===== config.mk =====
export PLATFORM = sky130hd
export DESIGN_NAME = sem_magnitude
export DESIGN_NICKNAME = d
export VERILOG_FILES = /design/src/hw/rtl/sem_magnitude.sv
export SDC_FILE = /design/constraint.sdc
export NUM_CORES = 1
export LEC_CHECK = 0
export ABC_AREA = 1
export CAP_MARGIN = 40
export CORE_ASPECT_RATIO = 2
export CORE_MARGIN = 2
export CORE_UTILIZATION = 55
export DETAILED_ROUTE_END_ITERATION = 6
export DONT_BUFFER_PORTS = 1
export GPL_TIMING_DRIVEN = 1
export PLACE_DENSITY = 0.7
export REMOVE_ABC_BUFFERS = 1
export SLEW_MARGIN = 20
export SYNTH_ARGS = -nofsm -noshare
export SYNTH_HDL_FRONTEND = slang
export SYNTH_SLANG_ARGS = --single-unit
export TNS_END_PERCENT = 5

===== constraint.sdc =====
create_clock -name clk -period 7.3 [get_ports clk]
set_clock_uncertainty 0.1 [all_clocks]
set_input_delay 0.73 -clock clk [delete_from_list [all_inputs] [get_ports clk]]
set_output_delay 0.73 -clock clk [all_outputs]
set_load 0.02 [all_outputs]

===== src/hw/rtl/sem_magnitude.sv =====
module sem_magnitude (
    input  logic               clk,
    input  logic               rst_n,
    input  logic               start,
    input  logic signed [10:0] gx,
    input  logic signed [10:0] gy,
    output logic               done,
    output logic [7:0]         mag
);

    typedef enum logic [4:0] {
        M_IDLE = 5'b00001,
        M_SQ   = 5'b00010,
        M_SUM  = 5'b00100,
        M_ROOT = 5'b01000,
        M_FIN  = 5'b10000
    } mstate_t;

    mstate_t            state_reg, state_next;
    logic signed [10:0] gx_reg, gy_reg;
    logic [19:0]        px_reg, py_reg;
    logic [20:0]        s_reg;
    logic [7:0]         q_reg, bit_reg;
    logic [7:0]         mag_reg;
    logic               done_reg;

    logic signed [21:0] gx_sq, gy_sq;
    logic [7:0]         trial;
    logic [15:0]        trial_sq;
    logic [16:0]        q_sq_q;

    assign gx_sq = gx_reg * gx_reg;
    assign gy_sq = gy_reg * gy_reg;
    assign trial = q_reg | bit_reg;
    assign trial_sq = trial * trial;
    assign q_sq_q = 17'(q_reg * q_reg) + 17'(q_reg);

    always_comb
    begin
        state_next = state_reg;
        case (state_reg)
            M_IDLE: if (start) state_next = M_SQ;
            M_SQ:   state_next = M_SUM;
            M_SUM:  state_next = M_ROOT;
            M_ROOT: if (bit_reg == 8'd1) state_next = M_FIN;
            M_FIN:  state_next = M_IDLE;
            default: state_next = M_IDLE;
        endcase
    end

    always_ff @(posedge clk or negedge rst_n)
    begin
        if (!rst_n)
        begin
            state_reg <= M_IDLE;
            done_reg <= 1'b0;
        end
        else
        begin
            state_reg <= state_next;
            done_reg <= (state_reg == M_FIN);
        end
    end

    always_ff @(posedge clk)
    begin
        case (state_reg)
            M_IDLE:
            begin
                gx_reg <= gx;
                gy_reg <= gy;
            end
            M_SQ:
            begin
                px_reg <= gx_sq[19:0];
                py_reg <= gy_sq[19:0];
            end
            M_SUM:
            begin
                s_reg <= {1'b0, px_reg} + {1'b0, py_reg};
                q_reg <= 8'd0;
                bit_reg <= 8'h80;
            end
            M_ROOT:
            begin
                if ({5'd0, trial_sq} <= s_reg)
                    q_reg <= trial;
                bit_reg <= bit_reg >> 1;
            end
            M_FIN:
            begin
                // anything above 255*256 rounds to 256 or more
                if (s_reg > 21'd65280)
                    mag_reg <= 8'd255;
                else if (s_reg > {4'd0, q_sq_q} && q_reg != 8'd255)
                    mag_reg <= q_reg + 8'd1;
                else
                    mag_reg <= q_reg;
            end
            default: ;
        endcase
    end

    assign done = done_reg;
    assign mag = mag_reg;

endmodule


Word level (Yosys, flattened, before mapping)
Index checks and enable logic that the tools add are counted.
{ "classes": {"addsub": 3, "mul": 4, "n_lt_le_gt_ge": 3, "eq_ne": 10, "mux": 7, "n_bitwise": 1, "reduce_logical": 4} }
{ "op_table": {"columns": ["operator", "count"], "rows": [
  ["$mul 11x11->20", 2],
  ["$mul 8x8->16", 2],
  ["$pmux 8 s2", 2],
  ["$add 20x20->21", 1],
  ["$gt 21x16->1 const B", 1],
  ["$gt 21x17->1", 1],
  ["$le 16x21->1", 1],
  ["$pmux 5 s4", 1],
  ["$add 16x8->17", 1],
  ["$mux 8", 2],
  ["$mux 5", 2],
  ["$add 8x1->8 const B", 1],
  ["$eq 8x1->1 const B", 1],
  ["$ne 8x8->1 const B", 1],
  ["$or 8x8->8", 1],
  ["$ne 2x2->1 const B", 3],
  ["$eq 5x1->1 const B", 1],
  ["$eq 5x2->1 const B", 1],
  ["$eq 5x3->1 const B", 1],
  ["$eq 5x4->1 const B", 1],
  ["$eq 5x5->1 const B", 1],
  ["$reduce_and 2->1", 2],
  ["$reduce_bool 2->1", 1],
  ["$logic_and 1x1->1", 1]
]} }
{ "totals": {"register_bits": 113, "inputBits": 25, "word_cells": 42} }

Depth between registers and ports, before layout
Gate-level depths: netlist (run 1).
{ "logic_depth": {"word_depth": 5, "mapped_depth": 29} }

Worst setup path before layout (run 1)
No wires, ideal clock.
{ "synth_timing": {"kind": "register -> register", "from": "register q_reg[4]", "to": "register q_reg[0], enable pin", "arrival_time_ns": 5.198, "required_ns": 6.871, "path_slack_ns": 1.673, "path_stages_with_launch": 25, "cell_sequence": "edfxtp_1 > buf_4 > nor2_1 > inv_1 > nand2_1 > fa_1 > inv_1 > fa_1 > fa_1 > inv_1 > fa_1 > inv_1 > ha_1 > a21o_1 > o21bai_1 > a21oi_1 > xor2_1 > inv_1 > ha_1 > nand2_1 > nor4_1 > nand4_1 > nand2_1 > nand2_1 > nand2_1"} }
{ "synth_via": {"elab_chain_len": 5} }
{ "synth_lines": {"columns": ["element", "line_no", "rtl"], "rows": [
  ["start, declared", "23", "logic [7:0] q_reg, bit_reg;"],
  ["start signal, assigned", "87", "q_reg <= trial;"],
  ["$or 8x8->8", "34", "assign trial = q_reg | bit_reg;"],
  ["$mul 8x8->16", "35", "assign trial_sq = trial * trial;"],
  ["$le 16x21->1", "86", "if ({5'd0, trial_sq} <= s_reg)"],
  ["$ne 2x2->1 (no source line)", null, null],
  ["$reduce_and 2->1 (no source line)", null, null]
]} }
No other way between the ends.
A chain may end at the register's enable or synchronous reset.

Final worst setup path (run 1)
{ "layout_timing": {"from": "register q_reg[3]", "to": "register q_reg[0], enable pin"} }
{ "layout_via": {"elab_chain_len": 5} }
{ "layout_lines": {"columns": ["element", "line_no", "rtl"], "rows": [
  ["$or 8x8->8", "34", null],
  ["net trial[3]", "28", "logic [7:0] trial;"],
  ["$mul 8x8->16", "35", null],
  ["$le 16x21->1", "86", null],
  ["$ne 2x2->1 (no source line)", null, null],
  ["$reduce_and 2->1 (no source line)", null, null]
]} }
The timed path passes the listed nets, and every way through them passes these cells.

==> impl_results.md, run 1 <==
- Final setup TNS: 0 ns
- Final Max Slew Viols: 0
- Avg Synthesized Cell Area: 8.52 sq um
- Reg area: 0.00330 sq mm
- Router iterations before antenna repair: 7
- # DRC: 0
- Post-synth ARST share: 5.41%
- Die ar.: 0.0333 sq mm
- Gr ovfl total: 0
- Vias in the first global route: 14,200
- 1st-iter DRT viols: 520
- Flops & latches, synth: 111
- Post-DP HPWL: 34.4 mm
- P&R area growth vs syn: 4.13%
- Final nets: 2,497
- Clk slew on worst S/H paths: 0.08 ns
- CTS Buffer Depth: 2
- EDFF count, synth: 105
- Num CTS Buffers: 9
- First-pass GRT wire length: 66.1 mm
- Minimum clock period: 6.39 ns
- IO Pins: 34
- RSZ-0062 raised after global routing: false
- Cell Rows: 92
- Largest net degree at the start of global routing: 40
- Post-CTS Setup Bufs: 0
- Share of layout cells above drive strength 1: 3.73%
- Post-Syn Instances: 2,052
- Status: finished clean
- Largest delay share family, worst path: adder cells
- Synth Flop Type: edfxtp_1
- Final setup fails: 0
- WP buf/inv: 5
- CORE AREA: 0.0314 sq mm
- Die Wd: 130 um
- HP Class: primary input to async pin
- Detailed-route via count: 12,900
- Starting Density: 55.6%
- Aggregate global-route resource usage: 25.6%
- Max FFs per register: 21
- Sequential-to-total area share from yosys stat: 18.9%
- Critical path's slowest cell: edfxtp_1
- Worst Path Max Fanout: 12
- Final hold viol count: 0
- Clock sink count: 111
- Slowest stage delay, CP: 0.63 ns
- Slew margin rel.: 48.4%
- CP Class: register to register
- Final ANT Viol Nets: 0
- Post_cts resized: 0
- Critical Path RT: 7.24 ns
- Final period util: 87.5%
- Critical Path AT: 6.32 ns
- H-tree levels: 3
- Initial antenna violation count: 1
- Maximum clock frequency: 0.157 GHz
- Yosys warns: 0
- Startpoint types: register
- I/O Buffers: 0
- Die span in y: 256 um
- Post-DR vias/cell: 5.24
- Max_cap viols: 0
- Filler cell count: 2,887
- CTS tree: yes
- WL per Instance: 16.2 um
- Final wirelength: 39.8 mm
- Clock latency on the worst-skew pair: 0.38 ns
- Cell Area, Synth: 0.0175 sq mm
- CP Cell Sequence: nor2_1, inv_1, nand2_1, fa_1, inv_1, fa_1, fa_1, inv_1, fa_1, inv_1, ha_1, a21o_1, o21bai_1, a21oi_1, xor2_1, inv_1, ha_1, nand2_1, nor4_1, nand4_1, nand2_1, nand2_1, nand2_1
- Gpl congestion: 0.918
- CP Capture Type: register
- CTS root buffer: clkbuf_16
- Unique cell type count in the Yosys netlist: 49
- Actual slew at the worst max-slew pin: 0.773 ns
- Reg2Reg Setup Slack: 0.91 ns
- Multi-input combinational cell area: 0.0120 sq mm
-- cells by family after synthesis --
kind of cell | after synthesis | share of synthesized area, %
buffers and inverters | 573 | 12.4
DFF | 111 | 18.9
xor gates and xnor gates | 87 | 4.40
adders and majority gates | 440 | 42.2
and+or+nand+nor | 684 | 16.9
AOI/OAI and AO/OA | 157 | 5.16
-- cells in the mapped netlist (6+ instances only) --
cell | n | share of area [%]
xnor2_1 | 28 | 1.4
nand3b_1 | 8 | 0.34
nand2_2 | 10 | 0.36
a21oi_1 | 81 | 2.3
inv_1 | 529 | 11
o21ai_0 | 32 | 0.92
ha_1 | 191 | 14
clkbuf_1 | 31 | 0.67
fa_1 | 249 | 29
o21bai_1 | 6 | 0.26
nand4_1 | 21 | 0.75
a21o_1 | 12 | 0.52
nor2_2 | 7 | 0.25
nor2_1 | 129 | 2.8
xor2_1 | 58 | 2.9
nand2_1 | 386 | 8.3
nand3_1 | 76 | 2.2
nor4_1 | 6 | 0.21
inv_2 | 6 | 0.13
nor3_1 | 16 | 0.46
edfxtp_1 | 105 | 18
-- through the flow --
stage               utilization, %  worst slack, ns  hold slack [ns]  instance area [sq um]  std cells
floorplan                        -             1.57            0.334                  17300       2014
global placement              57.0            0.989            0.335                  17900       2443
detailed placement            57.0            0.911            0.335                  17900       2443
CTS                           57.9            0.903           0.0803                  18200       2460
global route                  57.9            0.470           0.0718                  18200       2460
finish                        57.9            0.913           0.0980                  18200       2461
-- timing repair --
item	in CTS	in global routing
setup endpoints to repair	0	0
hold endpoints to repair	5	0
hold buffers	1	0
-- worst paths after layout --
check | from | endpoint | cells past startpoint
min reg2reg | state_reg[1]$_DFFE_PN0P_ | done$_DFF_PN0_ | 1
max | q_reg[3]$_SDFFCE_PP0P_ | q_reg[0]$_SDFFCE_PP0P_ | 23
max reg2reg | q_reg[3]$_SDFFCE_PP0P_ | q_reg[0]$_SDFFCE_PP0P_ | 23
min | rst_n | state_reg[0]$_DFFE_PN1P_ | 0
min in group clk | gy[5] | gy_reg[5]$_DFFE_PP_ | 0
max in group asynchronous | rst_n | state_reg[2]$_DFFE_PN0P_ | 1
-- per-layer routing --
metal  vias to the layer above  GRT usage, %  part of all wire [%]
met5                         -             0                     0
met4                         0          14.2                   6.5
met3                       130          2.72                   2.0
met2                       234          53.0                    61
met1                      6306          22.3                    31
li1                       6222             -                     -
-- area by class of cell --
class / instances / share of cell area, %
antenna: 1 / 0.0138
clock buffer: 9 / 1.24
clock inverter: 7 / 0.289
inverter: 535 / 11.0
multi-input combinational: 1368 / 66.1
sequential: 111 / 18.2
tap: 423 / 2.91
timing repair buffer: 7 / 0.303
-- cells in the final DEF (no fill, tap or decap), types with 5 or more instances in the layout --
cell and instances:
inv_1 529, nand2_1 386, fa_1 249, ha_1 191
nor2_1 129, edfxtp_1 105, a21oi_1 81, nand3_1 76
xor2_1 58, o21ai_0 32, xnor2_1 28, nand4_1 21
nor3_1 16, a21o_1 12, nand2_2 10, clkbuf_16 9
nand3b_1 8, nor2_2 7, o21bai_1 6, inv_2 6
buf_4 6, or2_2 5, dfrtp_1 5
Power of run 1 is not shown: default switching activity piles up to over one toggle a cycle in this logic, so the estimate is an artifact.
==> run 2, diff against run 1 <==
--- a/config.mk
+++ b/config.mk
@@ -6,14 +6,12 @@
 export NUM_CORES = 1
 export LEC_CHECK = 0
 export ABC_AREA = 1
-export CAP_MARGIN = 40
 export CORE_ASPECT_RATIO = 2
 export CORE_MARGIN = 2
-export CORE_UTILIZATION = 55
+export CORE_UTILIZATION = 45
 export DETAILED_ROUTE_END_ITERATION = 6
 export DONT_BUFFER_PORTS = 1
 export GPL_TIMING_DRIVEN = 1
-export PLACE_DENSITY = 0.7
 export REMOVE_ABC_BUFFERS = 1
 export SLEW_MARGIN = 20
 export SYNTH_ARGS = -nofsm -noshare
==> impl_results.md, run 2 (synthesis results as in run 1) <==
- Status: finished clean
- CTS root buffer: clkbuf_16
- Die ar.: 0.0405 sq mm
- Critical Path RT: 7.24 ns
- Max FFs per register: 21
- Detailed-route via count: 12,700
- Gpl congestion: 0.939
- Final wirelength: 40.9 mm
- Critical Path AT: 6.35 ns
- Share of layout cells above drive strength 1: 3.73%
- Max_cap viols: 0
- Final ANT Viol Nets: 0
- I/O Buffers: 0
- Die span in y: 283 um
- Clk slew on worst S/H paths: 0.08 ns
- Maximum clock frequency: 0.156 GHz
- N_diodes: 0
- Die Wd: 143 um
- 1st-iter DRT viols: 441
- Worst Path Max Fanout: 14
- CTS tree: yes
- Final hold viol count: 0
- Final setup TNS: 0 ns
- Post-DR vias/cell: 4.96
- Clock latency on the worst-skew pair: 0.38 ns
- Post-DP HPWL: 35.5 mm
- Largest net degree at the start of global routing: 40
- Slew margin rel.: 45.9%
- Vias in the first global route: 14,300
- IO Pins: 34
- P&R area growth vs syn: 5.01%
- CP Class: register to register
- RSZ-0062 raised after global routing: false
- CORE AREA: 0.0385 sq mm
- Post_cts resized: 0
- Final nets: 2,499
- H-tree levels: 3
- Clock sink count: 111
- # DRC: 0
- Aggregate global-route resource usage: 21.9%
- Most frequent cells in the layout: inv_1, nand2_1, fa_1
- Actual slew at the worst max-slew pin: 0.803 ns
- WL per Instance: 16.0 um
- HP Class: primary input to async pin
- Num CTS Buffers: 9
- Router iterations before antenna repair: 5
- Starting Density: 45.3%
- Initial antenna violation count: 0
- Final period util: 87.7%
- Final Max Slew Viols: 0
- Gr ovfl total: 0
- Minimum clock period: 6.40 ns
- Cell Rows: 102
- First-pass GRT wire length: 68.5 mm
- CP Capture Type: register
- Commonest non-fill, non-tap cell in the layout: inv_1
- Final setup fails: 0
- Startpoint types: register
- CTS Buffer Depth: 2
[run 2: area by class of cell]
| cell class | count | area, sq um |
|---|---|---|
| clock buffers | 11 | 233 |
| clock inverters | 5 | 65.1 |
| fillers | 3807 | 20200 |
| inverters | 535 | 2010 |
| multi-input cells | 1368 | 12000 |
| flip-flops and latches | 111 | 3300 |
| well taps | 520 | 651 |
| repair buffers | 9 | 70.1 |
[run 2: timing repair]
item	4_1_cts	5_1_grt
setup buffers	0	0
hold endpoints to repair	5	0
setup endpoints to repair	0	0
hold buffers	1	0
[run 2: worst paths after layout]
| path | startpoint | to | slack, ns | cells after the start |
|---|---|---|---|---|
| setup / recovery | q_reg[6]$_SDFFCE_PP0P_ | q_reg[1]$_SDFFCE_PP0P_ | 0.90 | 22 |
| hold / removal | rst_n | state_reg[0]$_DFFE_PN1P_ | 0.09 | 0 |
| setup reg to reg | q_reg[6]$_SDFFCE_PP0P_ | q_reg[1]$_SDFFCE_PP0P_ | 0.90 | 22 |
| hold reg to reg | state_reg[1]$_DFFE_PN0P_ | done$_DFF_PN0_ | 0.41 | 1 |
| max in group asynchronous | rst_n | state_reg[4]$_DFFE_PN0P_ | 6.37 | 1 |
| min in group clk | gx[3] | gx_reg[3]$_DFFE_PP_ | 0.34 | 0 |
[run 2: metrics by stage]
stage          hold slack [ns]  instance area (sq um)  utilization, %  setup WS [ns]  cells
2_1_floorplan            0.334                  17300               -           1.57   2014
5_1_grt                 0.0761                  18300            47.6          0.361   2559
4_1_cts                 0.0655                  18300            47.6          0.861   2559
3_5_place_dp             0.335                  18000            46.8          0.874   2542
6_report                0.0860                  18300            47.6          0.896   2559
3_3_place_gp             0.335                  18000            46.8          0.941   2542
[run 2: worst max-delay path: stages, from the launching register on]
cell      delay [ns]
edfxtp_1        0.63
nor2_1          0.58
nor2_1          0.16
fa_1            0.52
fa_1            0.55
inv_1           0.06
fa_1            0.51
fa_1            0.55
inv_1           0.05
ha_1            0.37
a21oi_1         0.17
o21ai_0         0.12
a21oi_1         0.26
o21ai_0         0.13
nand2_1         0.07
nand2_1         0.06
ha_1            0.30
nand2_1         0.07
nor4_1          0.25
nand4_1         0.11
nand2_1         0.09
nand2_1         0.05
nand2_1         0.29
[run 2: metal layers]
layer / track usage, % / wire (um)
met3: 1.73 / 543
met5: 0 / 0
met2: 47.1 / 25400
met1: 19.3 / 12900
met4: 10.3 / 2030
Power of run 2 is left out for the same reason.
==> run 3, diff against run 2 <==
--- a/config.mk
+++ b/config.mk
@@ -6,7 +6,6 @@
 export NUM_CORES = 1
 export LEC_CHECK = 0
 export ABC_AREA = 1
-export CORE_ASPECT_RATIO = 2
 export CORE_MARGIN = 2
 export CORE_UTILIZATION = 45
 export DETAILED_ROUTE_END_ITERATION = 6
==> impl_results.md, run 3 (synthesis results as in run 1) <==
- CP Class: register to register
- CP Cell Sequence: nor2_1, inv_1, nand2_1, fa_1, inv_1, fa_1, fa_1, inv_1, fa_1, inv_1, ha_1, a21o_1, o21bai_1, a21oi_1, xor2_1, inv_1, ha_1, nand2_1, nor4_1, nand4_1, nand2_1, nand2_1, nand2_1
- Vias in the first global route: 13,000
- I/O Buffers: 0
- Crit path depth: 23
- Post-CTS Setup Bufs: 0
- N_diodes: 0
- Actual slew at the worst max-slew pin: 0.763 ns
- Final hold viol count: 0
- Starting Density: 45.4%
- WL per Instance: 13.8 um
- Largest delay share family, worst path: adder cells
- Critical Path AT: 6.30 ns
- Clk slew on worst S/H paths: 0.09 ns
- CTS hold repair buffers: 1
- Post_cts resized: 0
- # DRC: 0
- Final ANT Viol Nets: 0
- CTS Buffer Depth: 2
- Critical Path RT: 7.25 ns
- Gpl congestion: 0.902
- Post-DR vias/cell: 4.87
- Max_cap viols: 0
- Final nets: 2,495
- Worst R2R Path Depth: 23
- Worst Path Max Fanout: 14
- Final Max Slew Viols: 0
- Aggregate global-route resource usage: 18.8%
- Num CTS Buffers: 9
- Worst hold slack: 0.0664 ns
- P&R area growth vs syn: 4.93%
- Final period util: 87.1%
- Reg area: 0.00330 sq mm
- Router iterations before antenna repair: 5
- WP buf/inv: 5
- Clock sink count: 111
- Cell Rows: 72
- Die ar.: 0.0404 sq mm
- Initial antenna violation count: 0
- IO Pins: 34
- Die Wd: 201 um
- Share of layout cells above drive strength 1: 3.64%
- 1st-iter DRT viols: 661
- Clock latency on the worst-skew pair: 0.39 ns
- Status: finished clean
- Post-DP HPWL: 30.4 mm
- RSZ-0062 raised after global routing: false
- Startpoint types: register
- Minimum clock period: 6.36 ns
- Largest net degree at the start of global routing: 40
- Die span in y: 201 um
- Multi-input combinational cell area: 0.0120 sq mm
- Detailed-route via count: 12,400
- CTS tree: yes
- CORE AREA: 0.0385 sq mm
- Slew margin rel.: 49.1%
- HP Class: primary input to async pin
- First-pass GRT wire length: 61.7 mm
- Max FFs per register: 21
- CTS root buffer: clkbuf_16
- Final setup fails: 0
- Commonest non-fill, non-tap cell in the layout: inv_1
- Maximum clock frequency: 0.157 GHz
- H-tree levels: 3
- Critical path's slowest cell: edfxtp_1
- Slowest stage delay, CP: 0.63 ns
- Gr ovfl total: 0
- Final setup TNS: 0 ns
- Most frequent cells in the layout: inv_1, nand2_1, fa_1
- Final wirelength: 35.2 mm
- CP Capture Type: register
- Filler cell count: 3,757
run 3: final timing paths:
check,from,end,slack (ns)
hold / removal,rst_n,state_reg[0]$_DFFE_PN1P_,0.07
hold reg to reg,state_reg[1]$_DFFE_PN0P_,done$_DFF_PN0_,0.40
max in group asynchronous,rst_n,state_reg[4]$_DFFE_PN0P_,6.38
setup / recovery,q_reg[6]$_SDFFCE_PP0P_,q_reg[5]$_SDFFCE_PP0P_,0.94
min in group clk,gy[4],gy_reg[4]$_DFFE_PP_,0.33
setup reg to reg,q_reg[6]$_SDFFCE_PP0P_,q_reg[5]$_SDFFCE_PP0P_,0.94
run 3: worst reg2reg max path, stage by stage, from the launching register on:
cell and delay [ns]:
edfxtp_1 0.63, nor2_1 0.54, inv_1 0.15, nand2_1 0.11
fa_1 0.42, inv_1 0.12, fa_1 0.45, fa_1 0.54
inv_1 0.06, fa_1 0.54, inv_1 0.05, ha_1 0.35
a21o_1 0.21, o21bai_1 0.17, a21oi_1 0.15, xor2_1 0.17
inv_1 0.06, ha_1 0.31, nand2_1 0.05, nor4_1 0.30
nand4_1 0.12, nand2_1 0.09, nand2_1 0.05, nand2_1 0.31
run 3: layout make-up:
class	instances	area share (%)
Multi-Input combinational cell	1368	65.5
Inverter	535	11.0
Clock inverter	7	0.498
Tap cell	518	3.53
Sequential cell	111	18.0
Timing Repair Buffer	5	0.218
Clock buffer	9	1.23
run 3: layer usage:
layer	part of all wire, %	global-route usage, %
met5	0	0
met4	1.5	4.66
met3	2.4	2.06
met2	52	34.2
met1	44	23.8
run 3: stage by stage:
stage | setup slack [ns] | utilization, % | area (sq um) | instances
finish | 0.944 | 47.7 | 18300 | 2553
CTS | 0.944 | 47.7 | 18300 | 2553
floorplan | 1.57 | - | 17300 | 2014
global placement | 1.07 | 46.8 | 18000 | 2536
global route | 0.498 | 47.7 | 18300 | 2553
detailed placement | 0.986 | 46.8 | 18000 | 2536
Power of run 3 is left out for the same reason.
